[config.mk]
export PLATFORM = sky130hd
export DESIGN_NAME = nearest_feature_points_core_flat
export DESIGN_NICKNAME = d
export VERILOG_FILES = /design/src/rtl/nfp_pkg.sv /design/src/rtl/nfp_in_if.sv /design/src/rtl/nfp_out_if.sv /design/src/rtl/nfp_ram.sv /design/src/rtl/nfp_ctrl.sv /design/src/rtl/nfp_datapath.sv /design/src/rtl/nearest_feature_points_core.sv /design/src/flat_wrapper.sv
export SDC_FILE = /design/constraint.sdc
export NUM_CORES = 2
export LEC_CHECK = 0
export ABC_AREA = 1
export BUFFER_PORTS_ARGS = -buffer_cell sky130_fd_sc_hd__buf_2
export CAP_MARGIN = 15
export CORE_UTILIZATION = 30
export DETAILED_ROUTE_END_ITERATION = 7
export GPL_ROUTABILITY_DRIVEN = 0
export HOLD_SLACK_MARGIN = 0.03
export PLACE_DENSITY_LB_ADDON = 0.12
export SLEW_MARGIN = 20
export SYNTH_ARGS = -nofsm -noshare
export SYNTH_HDL_FRONTEND = slang
export SYNTH_SLANG_ARGS = --single-unit
[constraint.sdc]
create_clock -name clk_i -period 8.08 [get_ports clk_i]
set_input_delay 0.808 -clock clk_i [delete_from_list [all_inputs] [get_ports clk_i]]
set_output_delay 0.808 -clock clk_i [all_outputs]
set_load 0.05 [all_outputs]
[src/rtl/nfp_pkg.sv]
package nfp_pkg;

  localparam int unsigned MaxPointsDef  = 16;
  localparam int unsigned CoordBitsDef  = 16;

  localparam int unsigned IdxW     = 4;
  localparam int unsigned CntW     = 5;
  localparam int unsigned RankW    = 4;
  localparam int unsigned DistW    = 17;
  localparam int unsigned CoordW   = 16;
  localparam int unsigned CfgIdxW  = 1;
  localparam int unsigned CfgDataW = 5;
  localparam int unsigned MaxOut   = 16;

  localparam logic CmdLoad  = 1'b0;
  localparam logic CmdQuery = 1'b1;

  localparam logic [CfgIdxW-1:0] RegPointsInUse   = 1'b0;
  localparam logic [CfgIdxW-1:0] RegResultsNeeded = 1'b1;

  localparam logic [CntW-1:0] PointsInUseRst   = 5'd10;
  localparam logic [CntW-1:0] ResultsNeededRst = 5'd0;

  typedef enum logic [2:0] {
    StIdle,
    StRead,
    StDiff,
    StSquare,
    StInsert,
    StRootInit,
    StRoot,
    StEmit
  } state_e;

  typedef struct packed {
    logic load_we;
    logic q_start;
    logic rd_en;
    logic diff_en;
    logic sqr_en;
    logic ins_en;
    logic root_init;
    logic root_step;
    logic out_load;
  } ctrl_cmd_t;

  typedef struct packed {
    logic in_is_query;
    logic n_zero;
    logic idx_last;
    logic root_done;
    logic rank_last;
    logic out_free;
  } ctrl_sts_t;

endpackage

[src/rtl/nfp_in_if.sv]
interface nfp_in_if;
  import nfp_pkg::*;
  logic              valid;
  logic              ready;
  logic              cmd;
  logic [IdxW-1:0]   point_index;
  logic [CoordW-1:0] coord_x;
  logic [CoordW-1:0] coord_y;

  modport source (output valid, cmd, point_index, coord_x, coord_y, input ready);
  modport sink   (input valid, cmd, point_index, coord_x, coord_y, output ready);
endinterface

[src/rtl/nfp_out_if.sv]
interface nfp_out_if;
  import nfp_pkg::*;
  logic             valid;
  logic             ready;
  logic [RankW-1:0] rank;
  logic [IdxW-1:0]  point_id;
  logic [DistW-1:0] distance;
  logic             last;

  modport source (output valid, rank, point_id, distance, last, input ready);
  modport sink   (input valid, rank, point_id, distance, last, output ready);
endinterface

[src/rtl/nfp_ram.sv]
module nfp_ram #(
  parameter int unsigned Width = 32,
  parameter int unsigned Depth = 16,
  localparam int unsigned AddrW = (Depth > 1) ? $clog2(Depth) : 1
) (
  input  logic             clk_i,
  input  logic             we_i,
  input  logic [AddrW-1:0] waddr_i,
  input  logic [Width-1:0] wdata_i,
  input  logic             re_i,
  input  logic [AddrW-1:0] raddr_i,
  output logic [Width-1:0] rdata_o
);

  logic [Width-1:0] mem_q [Depth];
  logic [Width-1:0] rdata_q;

  always_ff @(posedge clk_i) begin
    if (we_i) begin
      mem_q[waddr_i] <= wdata_i;
    end
    if (re_i) begin
      rdata_q <= mem_q[raddr_i];
    end
  end

  assign rdata_o = rdata_q;

endmodule

[src/rtl/nfp_ctrl.sv]
module nfp_ctrl (
  input  logic               clk_i,
  input  logic               rst_ni,
  input  logic               in_valid_i,
  output logic               in_ready_o,
  input  nfp_pkg::ctrl_sts_t sts_i,
  output nfp_pkg::ctrl_cmd_t cmd_o
);
  import nfp_pkg::*;

  state_e state_q, state_d;

  always_ff @(posedge clk_i or negedge rst_ni) begin
    if (!rst_ni) begin
      state_q <= StIdle;
    end else begin
      state_q <= state_d;
    end
  end

  always_comb begin
    state_d    = state_q;
    cmd_o      = '0;
    in_ready_o = 1'b0;
    unique case (state_q)
      StIdle: begin
        in_ready_o = 1'b1;
        if (in_valid_i) begin
          if (!sts_i.in_is_query) begin
            cmd_o.load_we = 1'b1;
          end else if (!sts_i.n_zero) begin
            cmd_o.q_start = 1'b1;
            state_d       = StRead;
          end
        end
      end
      StRead: begin
        cmd_o.rd_en = 1'b1;
        state_d     = StDiff;
      end
      StDiff: begin
        cmd_o.diff_en = 1'b1;
        state_d       = StSquare;
      end
      StSquare: begin
        cmd_o.sqr_en = 1'b1;
        state_d      = StInsert;
      end
      StInsert: begin
        cmd_o.ins_en = 1'b1;
        state_d      = sts_i.idx_last ? StRootInit : StRead;
      end
      StRootInit: begin
        cmd_o.root_init = 1'b1;
        state_d         = StRoot;
      end
      StRoot: begin
        cmd_o.root_step = 1'b1;
        if (sts_i.root_done) begin
          state_d = StEmit;
        end
      end
      StEmit: begin
        // hold until the output register is free
        if (sts_i.out_free) begin
          cmd_o.out_load = 1'b1;
          state_d        = sts_i.rank_last ? StIdle : StRootInit;
        end
      end
      default: state_d = StIdle;
    endcase
  end

endmodule

[src/rtl/nfp_datapath.sv]
module nfp_datapath #(
  parameter int unsigned MaxPoints = nfp_pkg::MaxPointsDef,
  parameter int unsigned CoordBits = nfp_pkg::CoordBitsDef
) (
  input  logic                          clk_i,
  input  logic                          rst_ni,
  input  logic                          cfg_we_i,
  input  logic [nfp_pkg::CfgIdxW-1:0]   cfg_idx_i,
  input  logic [nfp_pkg::CfgDataW-1:0]  cfg_data_i,
  input  logic                          in_cmd_i,
  input  logic [nfp_pkg::IdxW-1:0]      in_point_index_i,
  input  logic [nfp_pkg::CoordW-1:0]    in_coord_x_i,
  input  logic [nfp_pkg::CoordW-1:0]    in_coord_y_i,
  output logic                          out_valid_o,
  input  logic                          out_ready_i,
  output logic [nfp_pkg::RankW-1:0]     out_rank_o,
  output logic [nfp_pkg::IdxW-1:0]      out_point_id_o,
  output logic [nfp_pkg::DistW-1:0]     out_distance_o,
  output logic                          out_last_o,
  input  nfp_pkg::ctrl_cmd_t            cmd_i,
  output nfp_pkg::ctrl_sts_t            sts_o
);
  import nfp_pkg::*;

  localparam int unsigned C     = CoordBits;
  localparam int unsigned AW    = (MaxPoints > 1) ? $clog2(MaxPoints) : 1;
  localparam int unsigned LD    = (MaxPoints < MaxOut) ? MaxPoints : MaxOut;
  localparam int unsigned LIW   = (LD > 1) ? $clog2(LD) : 1;
  localparam int unsigned DW    = 2 * C + 1;
  localparam int unsigned RB    = C + 1;
  localparam int unsigned VW    = 2 * RB;
  localparam int unsigned RemW  = RB + 3;
  localparam int unsigned RcW   = $clog2(RB);
  localparam int unsigned XW    = (C > CoordW) ? C : CoordW;
  localparam int unsigned RW    = (RB > DistW) ? RB : DistW;

  // configuration registers
  logic [CntW-1:0] pin_q, rneed_q;

  always_ff @(posedge clk_i or negedge rst_ni) begin
    if (!rst_ni) begin
      pin_q   <= PointsInUseRst;
      rneed_q <= ResultsNeededRst;
    end else if (cfg_we_i) begin
      unique case (cfg_idx_i)
        RegPointsInUse:   pin_q   <= cfg_data_i;
        RegResultsNeeded: rneed_q <= cfg_data_i;
        default: ;
      endcase
    end
  end

  logic [CntW-1:0] n_eff, k_eff;
  assign n_eff = (pin_q > CntW'(LD)) ? CntW'(LD) : pin_q;
  assign k_eff = (rneed_q == '0 || rneed_q > n_eff) ? n_eff : rneed_q;

  // input coordinates, low CoordBits used
  logic [XW-1:0] x_ext, y_ext;
  logic [C-1:0]  cx_in, cy_in;
  assign x_ext = XW'(in_coord_x_i);
  assign y_ext = XW'(in_coord_y_i);
  assign cx_in = x_ext[C-1:0];
  assign cy_in = y_ext[C-1:0];

  // point table
  logic           idx_ok;
  logic [2*C-1:0] rdata;
  logic [IdxW-1:0] idx_q;

  assign idx_ok = (32'(in_point_index_i) < 32'(MaxPoints));

  nfp_ram #(
    .Width (2 * C),
    .Depth (MaxPoints)
  ) u_table (
    .clk_i   (clk_i),
    .we_i    (cmd_i.load_we && idx_ok),
    .waddr_i (AW'(in_point_index_i)),
    .wdata_i ({cx_in, cy_in}),
    .re_i    (cmd_i.rd_en),
    .raddr_i (AW'(idx_q)),
    .rdata_o (rdata)
  );

  // distance pipeline
  logic [C-1:0]   cx_q, cy_q, dx_q, dy_q, rx, ry;
  logic [2*C-1:0] sx_q, sy_q;
  logic [DW-1:0]  dnew;

  assign rx   = rdata[2*C-1:C];
  assign ry   = rdata[C-1:0];
  assign dnew = DW'(sx_q) + DW'(sy_q);

  always_ff @(posedge clk_i) begin
    if (cmd_i.q_start) begin
      cx_q <= cx_in;
      cy_q <= cy_in;
    end
    if (cmd_i.diff_en) begin
      dx_q <= (rx >= cx_q) ? rx - cx_q : cx_q - rx;
      dy_q <= (ry >= cy_q) ? ry - cy_q : cy_q - ry;
    end
    if (cmd_i.sqr_en) begin
      sx_q <= dx_q * dx_q;
      sy_q <= dy_q * dy_q;
    end
  end

  // sorted list, ascending key, ties keep earlier index first
  logic [DW-1:0]   key_q [LD];
  logic [IdxW-1:0] id_q  [LD];
  logic [LD-1:0]   vld_q;
  logic [LD-1:0]   le;

  always_comb begin
    for (int j = 0; j < LD; j++) begin
      le[j] = vld_q[j] && (key_q[j] <= dnew);
    end
  end

  always_ff @(posedge clk_i or negedge rst_ni) begin
    if (!rst_ni) begin
      vld_q <= '0;
    end else if (cmd_i.q_start) begin
      vld_q <= '0;
    end else if (cmd_i.ins_en) begin
      for (int j = 0; j < LD; j++) begin
        if (!le[j]) begin
          if (j == 0 || le[(j == 0) ? 0 : j - 1]) begin
            vld_q[j] <= 1'b1;
          end else begin
            vld_q[j] <= vld_q[(j == 0) ? 0 : j - 1];
          end
        end
      end
    end
  end

  always_ff @(posedge clk_i) begin
    if (cmd_i.ins_en) begin
      for (int j = 0; j < LD; j++) begin
        if (!le[j]) begin
          if (j == 0 || le[(j == 0) ? 0 : j - 1]) begin
            key_q[j] <= dnew;
            id_q[j]  <= idx_q;
          end else begin
            key_q[j] <= key_q[(j == 0) ? 0 : j - 1];
            id_q[j]  <= id_q[(j == 0) ? 0 : j - 1];
          end
        end
      end
    end
  end

  // counters
  logic [RankW-1:0] rank_q;

  always_ff @(posedge clk_i or negedge rst_ni) begin
    if (!rst_ni) begin
      idx_q  <= '0;
      rank_q <= '0;
    end else begin
      if (cmd_i.q_start) begin
        idx_q  <= '0;
        rank_q <= '0;
      end else begin
        if (cmd_i.ins_en) idx_q <= idx_q + 1'b1;
        if (cmd_i.out_load) rank_q <= rank_q + 1'b1;
      end
    end
  end

  // square root, two radicand bits per step
  logic [VW-1:0]   val_q;
  logic [RemW-1:0] rem_q, rem_sh, trial;
  logic [RB-1:0]   root_q;
  logic [RcW-1:0]  rcnt_q;

  assign rem_sh = {rem_q[RemW-3:0], val_q[VW-1:VW-2]};
  assign trial  = RemW'({root_q, 2'b01});

  always_ff @(posedge clk_i) begin
    if (cmd_i.root_init) begin
      val_q  <= VW'(key_q[rank_q[LIW-1:0]]);
      rem_q  <= '0;
      root_q <= '0;
      rcnt_q <= '0;
    end else if (cmd_i.root_step) begin
      val_q  <= val_q << 2;
      rcnt_q <= rcnt_q + 1'b1;
      if (rem_sh >= trial) begin
        rem_q  <= rem_sh - trial;
        root_q <= {root_q[RB-2:0], 1'b1};
      end else begin
        rem_q  <= rem_sh;
        root_q <= {root_q[RB-2:0], 1'b0};
      end
    end
  end

  // output register
  logic [RW-1:0] root_w;
  logic          rank_last;
  assign root_w    = RW'(root_q);
  assign rank_last = ({1'b0, rank_q} == k_eff - 1'b1);

  logic             out_valid_q;
  logic [RankW-1:0] out_rank_q;
  logic [IdxW-1:0]  out_id_q;
  logic [DistW-1:0] out_dist_q;
  logic             out_last_q;

  always_ff @(posedge clk_i or negedge rst_ni) begin
    if (!rst_ni) begin
      out_valid_q <= 1'b0;
    end else if (cmd_i.out_load) begin
      out_valid_q <= 1'b1;
    end else if (out_ready_i) begin
      out_valid_q <= 1'b0;
    end
  end

  always_ff @(posedge clk_i) begin
    if (cmd_i.out_load) begin
      out_rank_q <= rank_q;
      out_id_q   <= id_q[rank_q[LIW-1:0]];
      out_dist_q <= root_w[DistW-1:0];
      out_last_q <= rank_last;
    end
  end

  assign out_valid_o    = out_valid_q;
  assign out_rank_o     = out_rank_q;
  assign out_point_id_o = out_id_q;
  assign out_distance_o = out_dist_q;
  assign out_last_o     = out_last_q;

  assign sts_o.in_is_query = (in_cmd_i == CmdQuery);
  assign sts_o.n_zero      = (n_eff == '0);
  assign sts_o.idx_last    = ({1'b0, idx_q} == n_eff - 1'b1);
  assign sts_o.root_done   = (rcnt_q == RcW'(RB - 1));
  assign sts_o.rank_last   = rank_last;
  assign sts_o.out_free    = !out_valid_q || out_ready_i;

endmodule

[src/rtl/nearest_feature_points_core.sv]
// channel | dir | transaction
// in_i    | in  | cmd, point_index, coord_x, coord_y (load or query)
// out_o   | out | rank, point_id, distance, last (one per emitted point)
// cfg     | in  | cfg_we_i, cfg_idx_i, cfg_data_i (points_in_use, results_needed)
//
// A load writes one point to the table. In a query over n points emitting k
// results, each point passes read, difference, square and sorted insert;
// each result runs a bit-pair square root.
// Input is taken only between queries; a stalled output holds the sequencer.
// Reset clears configuration to defaults and the control state; the point
// table is undefined until loaded.
module nearest_feature_points_core #(
  parameter int unsigned MaxPoints = nfp_pkg::MaxPointsDef,
  parameter int unsigned CoordBits = nfp_pkg::CoordBitsDef
) (
  input  logic                         clk_i,
  input  logic                         rst_ni,
  input  logic                         cfg_we_i,
  input  logic [nfp_pkg::CfgIdxW-1:0]  cfg_idx_i,
  input  logic [nfp_pkg::CfgDataW-1:0] cfg_data_i,
  nfp_in_if.sink                       in_i,
  nfp_out_if.source                    out_o
);
  import nfp_pkg::*;

  ctrl_cmd_t cmd;
  ctrl_sts_t sts;

  nfp_ctrl u_ctrl (
    .clk_i      (clk_i),
    .rst_ni     (rst_ni),
    .in_valid_i (in_i.valid),
    .in_ready_o (in_i.ready),
    .sts_i      (sts),
    .cmd_o      (cmd)
  );

  nfp_datapath #(
    .MaxPoints (MaxPoints),
    .CoordBits (CoordBits)
  ) u_datapath (
    .clk_i            (clk_i),
    .rst_ni           (rst_ni),
    .cfg_we_i         (cfg_we_i),
    .cfg_idx_i        (cfg_idx_i),
    .cfg_data_i       (cfg_data_i),
    .in_cmd_i         (in_i.cmd),
    .in_point_index_i (in_i.point_index),
    .in_coord_x_i     (in_i.coord_x),
    .in_coord_y_i     (in_i.coord_y),
    .out_valid_o      (out_o.valid),
    .out_ready_i      (out_o.ready),
    .out_rank_o       (out_o.rank),
    .out_point_id_o   (out_o.point_id),
    .out_distance_o   (out_o.distance),
    .out_last_o       (out_o.last),
    .cmd_i            (cmd),
    .sts_o            (sts)
  );

endmodule
[src/flat_wrapper.sv]
// flat-port wrapper written by rule: the top's interface ports become plain ports
module nearest_feature_points_core_flat import nfp_pkg::*;
#(
  parameter int unsigned MaxPoints = nfp_pkg::MaxPointsDef,
  parameter int unsigned CoordBits = nfp_pkg::CoordBitsDef
)
  (clk_i, rst_ni, cfg_we_i, cfg_idx_i, cfg_data_i, in_i_valid, in_i_cmd, in_i_point_index, in_i_coord_x, in_i_coord_y, in_i_ready, out_o_valid, out_o_rank, out_o_point_id, out_o_distance, out_o_last, out_o_ready);
  nfp_in_if in_i_i ();
  nfp_out_if out_o_i ();
  input  logic clk_i;
  input  logic rst_ni;
  input  logic cfg_we_i;
  input  logic [nfp_pkg::CfgIdxW-1:0] cfg_idx_i;
  input  logic [nfp_pkg::CfgDataW-1:0] cfg_data_i;
  input wire logic [$bits(in_i_i.valid)-1:0] in_i_valid;
  input wire logic [$bits(in_i_i.cmd)-1:0] in_i_cmd;
  input wire logic [$bits(in_i_i.point_index)-1:0] in_i_point_index;
  input wire logic [$bits(in_i_i.coord_x)-1:0] in_i_coord_x;
  input wire logic [$bits(in_i_i.coord_y)-1:0] in_i_coord_y;
  output wire logic [$bits(in_i_i.ready)-1:0] in_i_ready;
  output wire logic [$bits(out_o_i.valid)-1:0] out_o_valid;
  output wire logic [$bits(out_o_i.rank)-1:0] out_o_rank;
  output wire logic [$bits(out_o_i.point_id)-1:0] out_o_point_id;
  output wire logic [$bits(out_o_i.distance)-1:0] out_o_distance;
  output wire logic [$bits(out_o_i.last)-1:0] out_o_last;
  input wire logic [$bits(out_o_i.ready)-1:0] out_o_ready;
  assign in_i_i.valid = in_i_valid;
  assign in_i_i.cmd = in_i_cmd;
  assign in_i_i.point_index = in_i_point_index;
  assign in_i_i.coord_x = in_i_coord_x;
  assign in_i_i.coord_y = in_i_coord_y;
  assign in_i_ready = in_i_i.ready;
  assign out_o_valid = out_o_i.valid;
  assign out_o_rank = out_o_i.rank;
  assign out_o_point_id = out_o_i.point_id;
  assign out_o_distance = out_o_i.distance;
  assign out_o_last = out_o_i.last;
  assign out_o_i.ready = out_o_ready;
  nearest_feature_points_core #(.MaxPoints(MaxPoints), .CoordBits(CoordBits)) u_core (.clk_i(clk_i), .rst_ni(rst_ni), .cfg_we_i(cfg_we_i), .cfg_idx_i(cfg_idx_i), .cfg_data_i(cfg_data_i), .in_i(in_i_i), .out_o(out_o_i));
endmodule
==> flow_summary.yaml <==
logic_synthesis:
  synthDistinctLibCells: 63
  synth_common_cells: "nand2_1, edfxtp_1, inv_1"
  ys_seq_elements: 1400
  synth.most_common_cell: "nand2_1"
  synth_flop_cell: "edfxtp_1"
  yosys_warnings: 0
  async_reset_ff_share_pct: 2.71
  yosys.area.top_type: "edfxtp_1"
  mappedNetlistArea_mm2: 0.0942
  synth.yosys.seq_area_share_pct: 44.0
  synth_top_area_share_pct: 42.1
  avgSynthCellArea_um2: 9.17
  synth_area_leaders: "edfxtp_1, ha_1, nand2_1"
  mappedNetlistNets: 11500
  synth_edf_count: 1321
  netlist_instances: 10300
clock_network:
  post-cts-setup-buffers: 0
  cts_tree: "yes"
  root_buffer: "clkbuf_16"
  cts_inserted_buffers: 179
  h-tree-depth: 4
  cts-hold-fix-buffers: 0
  clk_pin_slew_ns: 0.06
  max-clock-path-buffers: 4
  cts_resized: 0
  cts.sinks: 1400
  insertion_delay_ns: 0.88
route:
  ant_nets: 0
  vias_per_cell: 5.11
  drc: 0
  dr.pass1.iters: 5
  routedWlPerCell_um: 22.1
  vias: 73700
  drt-initial-drc-count: 5032
  drt_wl_total_mm: 319
cells_and_area:
  drive_above_1_share_pct: 5.83
  area_growth_syn_to_layout_pct: 11.3
  nFillCells: 32000
  nets: 11400
  seq_area_mm2: 0.0415
  multiInputGateArea_mm2: 0.0469
worst_setup_path:
  cp_slowest_stage_delay_ns: 0.73
  cpMaxStageDelayCell: "nor2_1"
  critPathArrivalTime_ns: 7.31
  rr_startpoint: "u_core.u_datapath.sx_q[3]"
  timing.rr.end: "u_core.u_datapath.key_q[3][13]"
  crit_family: "simple AND/OR/NAND/NOR gates"
  cp-end-kind: "flop"
  critPathKind: "flop to flop"
  cp_common_cell: "nand2_1"
  cp-start-kind: "flop"
  reg2reg_slack_ns: 1.27
  reg2reg_depth: 26
  cp.required_ns: 8.58
  path_max_fanout: 36
  path_buf_inv: 4
sta:
  setup_viol_count_final: 0
  maxSlewViolCount: 0
  hold_viol: 0
  slew_headroom_pct: 28.6
  fin_skew_ns: 0.101
  fin_setup_tns_ns: 0
  fin_crit_ns: 6.81
  max_freq_ghz: 0.147
  worstMarginPinSlew_ns: 1.06
  post-route-period-util_pct: 84.2
  rsz0062_at_grt: "false"
floorplanning:
  io_pins: 76
  die_area_mm2: 0.316
  initial_core_util_pct: 30.2
  die_w_um: 562
  row_count: 205
  core_mm2: 0.312
  die_h_um: 562
global_route:
  grt-ovfl-total: 0
  grt_pass1_wl_mm: 480
  antenna_found_initial: 13
  grt_max_degree: 149
  grt_pass1_vias: 75200
  grt.total_usage_pct: 19.9
worst_hold_path:
  min_path_type: "input port to asynchronous set/reset pin"
placed_design:
  port_buffers: 75
  hpwl_mm: 227
run:
  maxCapViolations: 0
status:
  run_status: "finished clean"
==> cell families after synthesis <==
family                     count (synthesis)  share of synthesized area (%)
muxes                                     11                          0.122
xor gates and xnor gates                 148                           1.43
adders and majority gates               1182                           18.3
and+or+nand+nor                         4055                           18.1
buffers and inverters                   1614                           6.66
DFF                                     1400                           44.0
AOI/OAI and AO/OA                       1868                           11.4
==> state kept, by name, summed over array words and instances (netlist names), 17 cells and up <==
signal                             cells
u_core.u_datapath.rem_q               18
u_core.u_datapath.id_q                64
u_core.u_datapath.sx_q                31
u_core.u_datapath.out_distance_o      17
u_core.u_datapath.key_q              528
u_core.u_datapath.root_q              17
u_core.u_datapath.val_q               34
u_core.u_datapath.u_table.rdata_o     32
u_core.u_datapath.u_table.mem_q      512
u_core.u_datapath.sy_q                31
==> worst register-to-register path: cells and delay by family (launching register included) <==
kind | cells | cell delay, ns
adders and majority gates | 2 | 0.81
DFF | 1 | 0.37
buffers and inverters | 4 | 1.39
xor gates and xnor gates | 1 | 0.38
AOI/OAI and AO/OA | 1 | 0.31
and+or+nand+nor | 18 | 3.21
==> layer usage <==
layer	share of wire (%)	vias to the layer above	track usage, %
met5	0.027	-	0
met4	3.3	14	6.28
met3	4.2	467	2.48
met2	50	1748	35.8
met1	42	36200	24.5
li1	-	35300	-
==> worst max-delay path by stage <==
stage	cells past startpoint	end	slack, ns	start
after global routing	31	u_core.u_datapath.key_q[12][9]	1.07	u_core.u_datapath.sx_q[3]
after floorplan	19	u_core.u_datapath.sy_q[22]	2.31	u_core.u_datapath.dy_q[4]
after detailed placement	21	u_core.u_datapath.key_q[3][14]	1.30	u_core.u_datapath.sx_q[6]
after global placement	21	u_core.u_datapath.key_q[3][14]	1.26	u_core.u_datapath.sx_q[6]
after CTS	18	u_core.u_datapath.sx_q[28]	1.32	u_core.u_datapath.dx_q[5]
final	26	u_core.u_datapath.key_q[3][13]	1.27	u_core.u_datapath.sx_q[3]
==> through the flow <==
stage	area [um^2]	hold WS (ns)	cells	worst slack (ns)	util [%]
global route	105000	0.115	14400	1.07	33.6
global placement	99300	0.443	14100	1.26	31.8
detailed placement	99300	0.435	14100	1.30	31.8
floorplan	94200	0.423	10300	2.31	-
finish	105000	0.105	14400	1.27	33.6
CTS	105000	0.0776	14400	1.32	33.6
==> placed cells by master (no fill, tap or decap), drive strengths merged, types with 112 or more instances in the layout <==
master	count
a21oi	508
buf	243
clkbuf	231
edfxtp	1321
fa	328
ha	854
inv	1061
nand2	2168
nand3	612
nand4	282
nor2	850
o21ai	869
o221ai	196
xor2	112
==> layout make-up <==
type / instances / share of cell area (%)
antenna: 7 / 0.0167
clock buffer: 231 / 4.65
tap: 4140 / 4.94
inverter: 1062 / 3.83
clock inverter: 79 / 0.691
timing repair buffer: 243 / 1.66
multi-input combinational: 7264 / 44.7
sequential: 1400 / 39.5
Power is left out: the tool's default activity adds up to more than one toggle a clock period on the data nets, which glitch-free logic cannot reach.
